$ cat src/rtl/psvm_pkg.sv
// Package for the polyphonic sine voice mixer: widths, codes, state types
// and the sine table builder. No dependencies; every other file uses it.
`default_nettype none

package psvm_pkg;

   // Voice bank size and sine table geometry
   localparam int VOICES          = 64;
   localparam int VID_W           = (VOICES > 1) ? $clog2(VOICES) : 1;
   localparam int SINE_TABLE_BITS = 10;
   localparam int TABLE_SIZE      = 1 << SINE_TABLE_BITS;
   localparam int QUARTER_BITS    = SINE_TABLE_BITS - 2;
   localparam int SINE_W          = 16;
   localparam int SINE_MAX        = 32767;

   // Port field widths
   localparam int CMD_W     = 1;
   localparam int ID_W      = 6;
   localparam int STEP_W    = 32;
   localparam int LEVEL_W   = 16;
   localparam int PHASE_W   = 32;
   localparam int BLK_W     = 16;
   localparam int TOTAL_W   = 16;
   localparam int FADE_W    = 10;
   localparam int SAMPLE_W  = 16;
   localparam int CSR_W     = 16;
   localparam int CSR_IDX_W = 1;

   localparam logic [TOTAL_W-1:0] TOTAL_RESET = 16'd344;
   localparam logic [FADE_W-1:0]  FADE_RESET  = 10'd50;

   // Command codes
   localparam logic [CMD_W-1:0] CMD_UPDATE = 1'b0;
   localparam logic [CMD_W-1:0] CMD_SAMPLE = 1'b1;

   // Register indexes
   localparam logic [CSR_IDX_W-1:0] CSR_TOTAL = 1'd0;
   localparam logic [CSR_IDX_W-1:0] CSR_FADE  = 1'd1;

   // Mix and envelope datapath widths
   localparam int PROD_W   = 32;
   localparam int ACC_W    = PROD_W + $clog2(VOICES);
   localparam int MAG_W    = ACC_W - 1;
   localparam int ML_W     = (MAG_W + 1) / 2;
   localparam int MH_W     = MAG_W - ML_W;
   localparam int P1_W     = 2 * FADE_W;
   localparam int SCALE_W  = 15;
   localparam int P2_W     = P1_W + SCALE_W;
   localparam int F2_W     = 2 * FADE_W;
   localparam int X_W      = MAG_W + P2_W;
   localparam int XL_W     = ML_W + P2_W;
   localparam int XH_W     = MH_W + P2_W;
   localparam int MIX_FRAC = 30;
   localparam int Y_W      = X_W - MIX_FRAC;
   localparam int Q_W      = Y_W - F2_W;
   localparam int DCNT_W   = $clog2(Q_W);

   // Polynomial coefficients for sin(pi/2 x), Q30
   localparam longint unsigned COEF_C1 = 64'd1686629713;
   localparam longint unsigned COEF_C3 = 64'd693598669;
   localparam longint unsigned COEF_C5 = 64'd85569305;
   localparam longint unsigned COEF_C7 = 64'd5026994;
   localparam longint unsigned COEF_C9 = 64'd172272;
   localparam longint unsigned Q30_HALF = 64'd536870912;

   typedef logic signed [SINE_W-1:0] sine_rom_type [TABLE_SIZE];

   typedef struct packed {
      logic               en;
      logic [VID_W-1:0]   id;
      logic [STEP_W-1:0]  step;
      logic [LEVEL_W-1:0] level;
   } voice_upd_type;

   typedef enum logic [1:0] {
      ST_IDLE,
      ST_MIX,
      ST_SCALE,
      ST_HOLD
   } psvm_state_type;

   typedef enum logic [2:0] {
      EV_IDLE,
      EV_PROD,
      EV_SCALE,
      EV_MLO,
      EV_MHI,
      EV_SUM,
      EV_DIV,
      EV_DONE
   } env_state_type;

   // One quarter-wave entry from the truncated odd series
   function automatic logic [SINE_W-1:0] quarter_sine(input int unsigned k);
      longint unsigned x;
      longint unsigned x2;
      longint unsigned x3;
      longint unsigned x5;
      longint unsigned x7;
      longint unsigned x9;
      longint unsigned pos;
      longint unsigned neg;
      longint unsigned s;
      longint unsigned v;
      x   = 64'(k) << (32 - SINE_TABLE_BITS);
      x2  = (x * x) >> 30;
      x3  = (x2 * x) >> 30;
      x5  = (x3 * x2) >> 30;
      x7  = (x5 * x2) >> 30;
      x9  = (x7 * x2) >> 30;
      pos = COEF_C1 * x + COEF_C5 * x5 + COEF_C9 * x9;
      neg = COEF_C3 * x3 + COEF_C7 * x7;
      s   = (pos > neg) ? ((pos - neg) >> 30) : 64'd0;
      v   = (s * 64'(SINE_MAX) + Q30_HALF) >> 30;
      if (v > 64'(SINE_MAX)) begin
         v = 64'(SINE_MAX);
      end
      return v[SINE_W-1:0];
   endfunction

   // Full table: mirror and negate the quarter wave
   function automatic sine_rom_type build_sine_rom();
      sine_rom_type rom;
      int unsigned  quad;
      int unsigned  k;
      logic [SINE_W-1:0] v;
      for (int i = 0; i < TABLE_SIZE; i++) begin
         quad = (i >> QUARTER_BITS) & 3;
         k    = i & ((1 << QUARTER_BITS) - 1);
         if (quad[0]) begin
            v = quarter_sine((1 << QUARTER_BITS) - k);
         end else begin
            v = quarter_sine(k);
         end
         rom[i] = quad[1] ? -$signed(v) : $signed(v);
      end
      return rom;
   endfunction

endpackage

`default_nettype wire

$ cat src/rtl/psvm_envelope.sv
// Envelope and output scaling: fade ramps, scale by 32767, divide by fade^2
// with a bit-per-cycle restoring divider, saturate. Depends on psvm_pkg.
`default_nettype none

module psvm_envelope (
   input  logic                                  clock,
   input  logic                                  reset,
   input  logic                                  start,
   input  logic signed [psvm_pkg::ACC_W-1:0]     mix,
   input  logic [psvm_pkg::BLK_W-1:0]            blk,
   input  logic [psvm_pkg::TOTAL_W-1:0]          total,
   input  logic [psvm_pkg::FADE_W-1:0]           fade,
   output logic                                  done,
   output logic signed [psvm_pkg::SAMPLE_W-1:0]  sample
);

   psvm_pkg::env_state_type state_ff;
   psvm_pkg::env_state_type state_in;

   logic [psvm_pkg::FADE_W-1:0]   f_ff;
   logic [psvm_pkg::FADE_W-1:0]   ni_ff;
   logic [psvm_pkg::FADE_W-1:0]   no_ff;
   logic                          neg_ff;
   logic [psvm_pkg::MAG_W-1:0]    mag_ff;
   logic [psvm_pkg::P1_W-1:0]     p1_ff;
   logic [psvm_pkg::F2_W-1:0]     f2_ff;
   logic [psvm_pkg::P2_W-1:0]     p2_ff;
   logic [psvm_pkg::XL_W-1:0]     xl_ff;
   logic [psvm_pkg::XH_W-1:0]     xh_ff;
   logic [psvm_pkg::Y_W-1:0]      rq_ff;
   logic [psvm_pkg::Y_W-1:0]      rq_in;
   logic [psvm_pkg::DCNT_W-1:0]   cnt_ff;
   logic                          done_ff;
   logic signed [psvm_pkg::SAMPLE_W-1:0] sample_ff;

   // Input decode
   logic [psvm_pkg::FADE_W-1:0]   f_eff;
   logic [psvm_pkg::TOTAL_W-1:0]  rem;
   logic [psvm_pkg::FADE_W-1:0]   ni_in;
   logic [psvm_pkg::FADE_W-1:0]   no_in;
   logic [psvm_pkg::ACC_W-1:0]    mag_full;

   // Divider step
   logic [psvm_pkg::F2_W:0]       trial;
   logic                          ge;
   logic [psvm_pkg::F2_W:0]       diff;
   logic [psvm_pkg::X_W-1:0]      x_sum;

   // Output stage
   logic [psvm_pkg::Q_W-1:0]      quo;
   logic [psvm_pkg::SCALE_W-1:0]  val;
   logic [psvm_pkg::SAMPLE_W-1:0] mag_out;
   logic                          fin;

   // Next state
   always_comb begin
      state_in = state_ff;
      unique case (state_ff)
         psvm_pkg::EV_IDLE:  if (start) state_in = psvm_pkg::EV_PROD;
         psvm_pkg::EV_PROD:  state_in = psvm_pkg::EV_SCALE;
         psvm_pkg::EV_SCALE: state_in = psvm_pkg::EV_MLO;
         psvm_pkg::EV_MLO:   state_in = psvm_pkg::EV_MHI;
         psvm_pkg::EV_MHI:   state_in = psvm_pkg::EV_SUM;
         psvm_pkg::EV_SUM:   state_in = psvm_pkg::EV_DIV;
         psvm_pkg::EV_DIV:   if (cnt_ff == '0) state_in = psvm_pkg::EV_DONE;
         psvm_pkg::EV_DONE:  state_in = psvm_pkg::EV_IDLE;
         default:            state_in = psvm_pkg::EV_IDLE;
      endcase
   end

   // Outputs of the sequencer
   always_comb begin
      fin = (state_ff == psvm_pkg::EV_DONE);
   end

   always_ff @(posedge clock) begin
      if (reset) begin
         state_ff <= psvm_pkg::EV_IDLE;
         done_ff  <= 1'b0;
      end else begin
         state_ff <= state_in;
         done_ff  <= fin;
      end
   end

   // Ramp factors: fade of zero counts as one
   always_comb begin
      f_eff    = (fade == '0) ? psvm_pkg::FADE_W'(1) : fade;
      ni_in    = (blk < psvm_pkg::BLK_W'(f_eff)) ? blk[psvm_pkg::FADE_W-1:0] : f_eff;
      rem      = (total > blk) ? (total - blk) : '0;
      no_in    = (rem < psvm_pkg::TOTAL_W'(f_eff)) ? rem[psvm_pkg::FADE_W-1:0] : f_eff;
      mag_full = mix[psvm_pkg::ACC_W-1] ? psvm_pkg::ACC_W'(-mix) : psvm_pkg::ACC_W'(mix);
   end

   // Restoring divide of the scaled magnitude by fade^2, one bit a cycle
   always_comb begin
      trial = rq_ff[psvm_pkg::Y_W-1 -: (psvm_pkg::F2_W + 1)];
      ge    = (trial >= {1'b0, f2_ff});
      diff  = ge ? (trial - {1'b0, f2_ff}) : trial;
      rq_in = {diff[psvm_pkg::F2_W-1:0], rq_ff[psvm_pkg::Q_W-2:0], ge};
      x_sum = (psvm_pkg::X_W'(xh_ff) << psvm_pkg::ML_W) + psvm_pkg::X_W'(xl_ff);
   end

   // Saturate and restore the sign
   always_comb begin
      quo     = rq_ff[psvm_pkg::Q_W-1:0];
      val     = (quo > psvm_pkg::Q_W'(psvm_pkg::SINE_MAX)) ?
                psvm_pkg::SCALE_W'(psvm_pkg::SINE_MAX) : quo[psvm_pkg::SCALE_W-1:0];
      mag_out = {1'b0, val};
   end

   // Datapath registers, one operation per state
   always_ff @(posedge clock) begin
      case (state_ff)
         psvm_pkg::EV_IDLE: begin
            if (start) begin
               f_ff   <= f_eff;
               ni_ff  <= ni_in;
               no_ff  <= no_in;
               neg_ff <= mix[psvm_pkg::ACC_W-1];
               mag_ff <= mag_full[psvm_pkg::MAG_W-1:0];
            end
         end
         psvm_pkg::EV_PROD: begin
            p1_ff <= psvm_pkg::P1_W'(ni_ff) * psvm_pkg::P1_W'(no_ff);
            f2_ff <= psvm_pkg::F2_W'(f_ff) * psvm_pkg::F2_W'(f_ff);
         end
         psvm_pkg::EV_SCALE: begin
            p2_ff <= psvm_pkg::P2_W'({p1_ff, {psvm_pkg::SCALE_W{1'b0}}})
                     - psvm_pkg::P2_W'(p1_ff);
         end
         psvm_pkg::EV_MLO: begin
            xl_ff <= psvm_pkg::XL_W'(mag_ff[psvm_pkg::ML_W-1:0]) * psvm_pkg::XL_W'(p2_ff);
         end
         psvm_pkg::EV_MHI: begin
            xh_ff <= psvm_pkg::XH_W'(mag_ff[psvm_pkg::MAG_W-1:psvm_pkg::ML_W])
                     * psvm_pkg::XH_W'(p2_ff);
         end
         psvm_pkg::EV_SUM: begin
            rq_ff  <= x_sum[psvm_pkg::X_W-1:psvm_pkg::MIX_FRAC];
            cnt_ff <= psvm_pkg::DCNT_W'(psvm_pkg::Q_W - 1);
         end
         psvm_pkg::EV_DIV: begin
            rq_ff  <= rq_in;
            cnt_ff <= cnt_ff - 1'b1;
         end
         psvm_pkg::EV_DONE: begin
            sample_ff <= neg_ff ? $signed(-mag_out) : $signed(mag_out);
         end
         default: begin
         end
      endcase
   end

   assign done   = done_ff;
   assign sample = sample_ff;

endmodule

`default_nettype wire

$ cat config.mk
export PLATFORM = sky130hd
export DESIGN_NAME = psvm_envelope
export DESIGN_NICKNAME = d
export VERILOG_FILES = /design/src/rtl/psvm_pkg.sv /design/src/rtl/psvm_envelope.sv
export SDC_FILE = /design/constraint.sdc
export NUM_CORES = 2
export LEC_CHECK = 0
export BUFFER_PORTS_ARGS = -buffer_cell sky130_fd_sc_hd__buf_2
export CAP_MARGIN = 15
export CORE_UTILIZATION = 40
export CTS_CLUSTER_DIAMETER = 150
export DETAILED_ROUTE_END_ITERATION = 6
export GPL_TIMING_DRIVEN = 0
export PLACE_DENSITY = 0.65
export SKIP_CTS_REPAIR_TIMING = 1
export SKIP_LAST_GASP = 1
export SYNTH_ARGS = -nofsm -noshare
export SYNTH_HDL_FRONTEND = slang
export SYNTH_SLANG_ARGS = --single-unit
$ cat constraint.sdc
create_clock -name clock -period 9.8 [get_ports clock]
set_input_delay 0.49 -clock clock [delete_from_list [all_inputs] [get_ports clock]]
set_output_delay 0.49 -clock clock [all_outputs]
set_load 0.1 [all_outputs]
# ---- After elaboration in Yosys (flattened, before gate mapping)
# Cells that the tools add are included.
dict set report word_totals {
  ff_bits 317
  inputBits 83
  out_inout_bits 17
  word_cells 60
}
dict set report classes {
  add_sub_neg 7
  multipliers 4
  n_lt_le_gt_ge 5
  eq_ne 9
  mux 13
  reduce_logical 6
}
# operator n
set ops {}
lappend ops {{42-bit case mux with 2 select lines} 1}
lappend ops {{72-bit by 54-bit adder with 72-bit output} 1}
lappend ops {{19-bit by 35-bit multiplier with 54-bit output} 1}
lappend ops {{18-bit by 35-bit multiplier with 53-bit output} 1}
lappend ops {{10-bit by 10-bit multiplier with 20-bit output} 2}
lappend ops {{37-bit two-way mux} 1}
lappend ops {{37-bit negator} 1}
lappend ops {{35-bit by 20-bit subtractor with 35-bit output} 1}
lappend ops {{16-bit by 10-bit < comparator with 1-bit output} 2}
lappend ops {{10-bit two-way mux} 3}
lappend ops {{15-bit two-way mux} 2}
lappend ops {{3-bit case mux with 8 select lines} 1}
lappend ops {{22-bit by 15-bit greater-than comparator with 1-bit output, second input constant} 1}
lappend ops {{21-bit by 20-bit greater-or-equal comparator with 1-bit output} 1}
lappend ops {{20-bit two-way mux} 1}
lappend ops {{20-bit subtractor} 1}
lappend ops {{16-bit greater-than comparator} 1}
lappend ops {{16-bit two-way mux} 1}
lappend ops {{15-bit negator with 16-bit output} 1}
lappend ops {{16-bit subtractor} 1}
lappend ops {{3-bit == test, second input constant} 4}
lappend ops {{10-bit zero test} 1}
lappend ops {{5-bit case mux with 2 select lines} 1}
lappend ops {{3-bit by 2-bit == test with 1-bit output, second input constant} 2}
lappend ops {{8 further kinds} 11}

# ---- Longest topological paths before layout
dict set report logic_depth {
  depth_word 4
  ltp_mapped 26
  depth_no_buf 24
}

# ---- Worst setup path before layout
# No wires, ideal clock.
dict set report synth_timing {
  path_type {register to register}
  from {register state_ff[1]}
  to {register f_ff[0] (netlist bit), enable pin}
  setup_time_ps 685
  arrival_ps 7586
  required_ps 9115
  path_slack_ps 1528
  stages_incl_launch_ff 3
  n_path_buf 1
  synth_period_minus_slack_ps 8272
  cell_sequence {dfxtp_1 > clkbuf_1 > nor4b_1}
}
dict set report synth_between {
  elab_chain_cells 2
}
# element line
set synth_lines {}
lappend synth_lines {{start, declared} psvm_envelope.sv:17} ;# psvm_pkg::env_state_type state_ff;
lappend synth_lines {{start signal, assigned} psvm_envelope.sv:78} ;# state_ff <= psvm_pkg::EV_IDLE;
lappend synth_lines {{start signal, assigned} psvm_envelope.sv:81} ;# state_ff <= state_in;
lappend synth_lines {{3-bit zero test} psvm_envelope.sv:114} ;# case (state_ff)
lappend synth_lines {{2-bit AND reduction (no line)} --}
lappend synth_lines {{end signal, assigned} psvm_envelope.sv:117} ;# f_ff <= f_eff;
lappend synth_lines {{end, declared} psvm_envelope.sv:20} ;# logic [psvm_pkg::FADE_W-1:0] f_ff;
# No other way between the ends.
# A chain may end at the register's enable or synchronous reset.

# ---- Final worst setup path
dict set report layout_timing {
  from {register p2_ff[16] (netlist bit)}
  to {register xl_ff[52] (netlist bit) (data pin)}
}
dict set report layout_between {
  elab_chain_cells 1
}
# element line
set layout_lines {}
lappend layout_lines {{start, declared} psvm_envelope.sv:27} ;# logic [psvm_pkg::P2_W-1:0] p2_ff;
lappend layout_lines {{start signal, assigned} psvm_envelope.sv:129} ;# p2_ff <= psvm_pkg::P2_W'({p1_ff, {psvm_pkg::SCALE_W{1'b0}}})
lappend layout_lines {{19-bit by 35-bit multiplier with 54-bit output} psvm_envelope.sv:133} ;# xl_ff <= psvm_pkg::XL_W'(mag_ff[psvm_pkg::ML_W-1:0]) * psvm_pkg::XL_W'(p2_ff);
lappend layout_lines {{end signal, assigned} psvm_envelope.sv:133}
lappend layout_lines {{end, declared} psvm_envelope.sv:28} ;# logic [psvm_pkg::XL_W-1:0] xl_ff;
# No other way between the ends.

==> flow_metrics.env <==
export IMPL_ys_ff_latch=297
export IMPL_cp_end_kind="flip-flop"
export IMPL_path_buf_inv=6
export IMPL_yosys_area_top_type="fa_1"
export IMPL_setup_viol=0
export IMPL_ant_nets=0
export IMPL_async_flop_share=0
export IMPL_hold_depth=1
export IMPL_via_per_inst=5.264
export IMPL_syn_inst=6712
export IMPL_synth_edf_count=293
export IMPL_hold_class="input port to flip-flop"
export IMPL_clkSinkCount=297
export IMPL_r2r_start="p2_ff[16]"
export IMPL_synth_top_cell_area_share=0.3875
export IMPL_initial_utilization=0.4049
export IMPL_slew_headroom=0.1965
export IMPL_vias=47041
export IMPL_die_area_mm2=0.1561
export IMPL_finalHoldViolations=0
export IMPL_synth_flop_cell="edfxtp_1"
export IMPL_slowest_stage="clkbuf_1"
export IMPL_clk_pin_slew_worst_paths_ps=60
export IMPL_firstDrtPassIters=7
export IMPL_num_io_pins=100
export IMPL_rsz0062_at_grt="no"
export IMPL_routabilityCongestion=1.024
export IMPL_fillCellCount=14928
export IMPL_rrSetupSlack_ps=390
export IMPL_drive_gt1_frac=0.03232
export IMPL_worstReg2RegEnd="xl_ff[52]"
export IMPL_critPathMaxStageDelay_ps=860
export IMPL_synth_most_common_cell="inv_1"
export IMPL_synth_warnings=0
export IMPL_detailed_place_hpwl_um=160000
export IMPL_worst_pin_slew_ps=1205
export IMPL_h_tree_depth=2
export IMPL_clock_path_buffers=3
export IMPL_fmax_mhz=106.2
export IMPL_hold_end="neg_ff"
export IMPL_report_final_slew_viol_count=0
export IMPL_cp_common_cell="fa_1"
export IMPL_synth_area_leaders="fa_1 39%, edfxtp_1 14%, ha_1 9.4%"
export IMPL_grt_overflow=0
export IMPL_portBuffers=99
export IMPL_worst_slack_ps=387.1
export IMPL_synth_area_mm2=0.06179
export IMPL_status="finished clean"
export IMPL_syn_avg_cell_area_um2=9.207
export IMPL_dp_slack_ps=77.20
export IMPL_period_minus_slack_ps=9413
export IMPL_core_mm2=0.1526
export IMPL_critical_path_cell_chain="clkbuf_1 -> clkbuf_1 -> and2_1 -> fa_1 -> fa_1 -> inv_1 -> fa_1 -> inv_1 -> fa_1 -> fa_1 -> inv_1 -> fa_1 -> inv_1 -> ha_1 -> nand3_1 -> nor2_1 -> a211oi_1 -> a31oi_1 -> o31ai_1 -> a21oi_1 -> a32oi_1 -> nor3b_1 -> o311ai_0 -> a21boi_0"
export IMPL_period_share=0.9605
export IMPL_drcViolationCount=0
export IMPL_synth_seq_area_share=0.1437
export IMPL_grt_max_degree=40
export IMPL_ys_top_cells_by_count="1483 x inv_1, 1196 x fa_1, 960 x nand2_1"
export IMPL_drt_iter0_drc=4132
export IMPL_syn_to_final_growth_pct=7.486
export IMPL_grt_first_pass_wirelength_um=289400
export IMPL_dieHeight_um=395.0
export IMPL_numCtsBuffers=38
export IMPL_routedWlPerCell_um=21.36
export IMPL_clock_latency_ps=610
export IMPL_grt_pass1_vias=48252
export IMPL_num_rows=143
export IMPL_crit_arrival_ps=9730
export IMPL_clock_skew_ps=22.18
export IMPL_required_ps=10110
export IMPL_clockRootBuffer="clkbuf_16"
export IMPL_wl_um=190900
export IMPL_crit_type="flip-flop to flip-flop"
export IMPL_crit_path_max_fanout=10
export IMPL_syn_num_nets=8454
export IMPL_max_cap_violations=0
export IMPL_crit_family="adder cells"
export IMPL_reg2regPathDepth=24
export IMPL_hp_start="mix[37]"
export IMPL_cts_tree="done"
export IMPL_grtUsageTotal=0.2468
export IMPL_layout_nets=8614
export IMPL_ys_types=73
export IMPL_die_w_um=395.0
export IMPL_antenna_found_initial=12
export IMPL_startpoint_type="flip-flop"
==> final cells by class <==
class	count	area, um^2	share of cell area
Multi-Input combinational cell	4587	46090	0.6939
Tap cell	2030	2540	0.03824
Buffer	343	1294	0.01948
Inverter	1484	5570	0.08387
Clock inverter	26	322.8	0.004860
Sequential cell	297	8879	0.1337
Timing Repair Buffer	121	723.2	0.01089
Antenna cell	8	20.02	0.0003014
Clock buffer	41	982.2	0.01479
==> flip-flops by register name (all words and copies together) (netlist names), 10 cells and up <==
register  count
f2_ff        19
f_ff         10
mag_ff       37
ni_ff        10
no_ff        10
p1_ff        20
p2_ff        35
rq_ff        42
sample       16
xh_ff        53
xl_ff        35
==> layer usage <==
metal	GRT usage	vias to the layer above	wire length (um)
met4	0.1313	4	12280
met2	0.3933	2029	87090
met5	0	-	27
li1	-	20704	-
met1	0.3088	23813	73490
met3	0.06068	491	18000
==> worst max path at each step <==
stage | from | endpoint | slack [ps] | cells past startpoint
after floorplan | state_ff[1] | f_ff[0] | 1530 | 2
after global placement | state_ff[1] | mag_ff[0] | -3310 | 2
after detailed placement | p2_ff[16] | xl_ff[53] | 80 | 24
after CTS | p2_ff[16] | xl_ff[53] | 20 | 24
after global routing | p2_ff[16] | xl_ff[53] | 100 | 24
final | p2_ff[16] | xl_ff[52] | 390 | 24
==> cell families after synthesis <==
| family | Yosys count | share of synthesized area |
|---|---|---|
| AOI/OAI and AO/OA | 618 | 0.06459 |
| adders and majority gates | 1659 | 0.4812 |
| xor gates and xnor gates | 256 | 0.03628 |
| DFF | 297 | 0.1437 |
| buffers and inverters | 1828 | 0.1110 |
| and+or+nand+nor | 2045 | 0.1616 |
| muxes | 9 | 0.001579 |
==> cell usage in the layout (no fill, tap or decap), types with 14 or more instances in the layout <==
cell and instances:
nand3_1 47, buf_2 99, and2_1 641, edfxtp_1 293, a211oi_1 19, clkbuf_16 38
o21ai_0 134, o21bai_1 28, a31oi_1 16, o21a_1 23, o31ai_1 22, a21o_1 84
xor2_1 69, nor2b_1 33, nand2b_1 21, inv_1 1483, nor3_1 64, nor2_1 147
nand2_1 960, xnor2_1 187, and3_1 20, clkbuf_1 339, nand4_1 23, nor4_1 14
o211ai_1 21, or3_1 20, ha_1 463, a21oi_1 173, fa_1 1196
==> worst register-to-register path, delay by kind of cell, from the launching register on <==
| kind | cells | cell delay, ps |
|---|---|---|
| AO/OA/AOI/OAI | 7 | 2540 |
| adder cells (fa/ha/maj) | 7 | 3340 |
| flip-flops | 1 | 310 |
| AND/OR/NAND/NOR | 4 | 1050 |
| buffers and inverters | 6 | 1890 |
==> through the flow <==
| step | std cells | utilization | TNS [ps] | hold slack [ps] | instance area, um^2 |
|---|---|---|---|---|---|
| final | 8937 | 0.4352 | 0 | 79.94 | 66420 |
| after global placement | 8841 | 0.4248 | -223970 | 555.0 | 64830 |
| after global routing | 8929 | 0.4351 | 0 | 72.70 | 66400 |
| after CTS | 8930 | 0.4350 | 0 | 59.14 | 66390 |
| after detailed placement | 8863 | 0.4265 | 0 | 551.0 | 65090 |
| after floorplan | 6712 | - | 0 | 488.1 | 61790 |
Power is left out: the tool's default activity adds up to more than one toggle a clock period on the data nets, which glitch-free logic cannot reach.
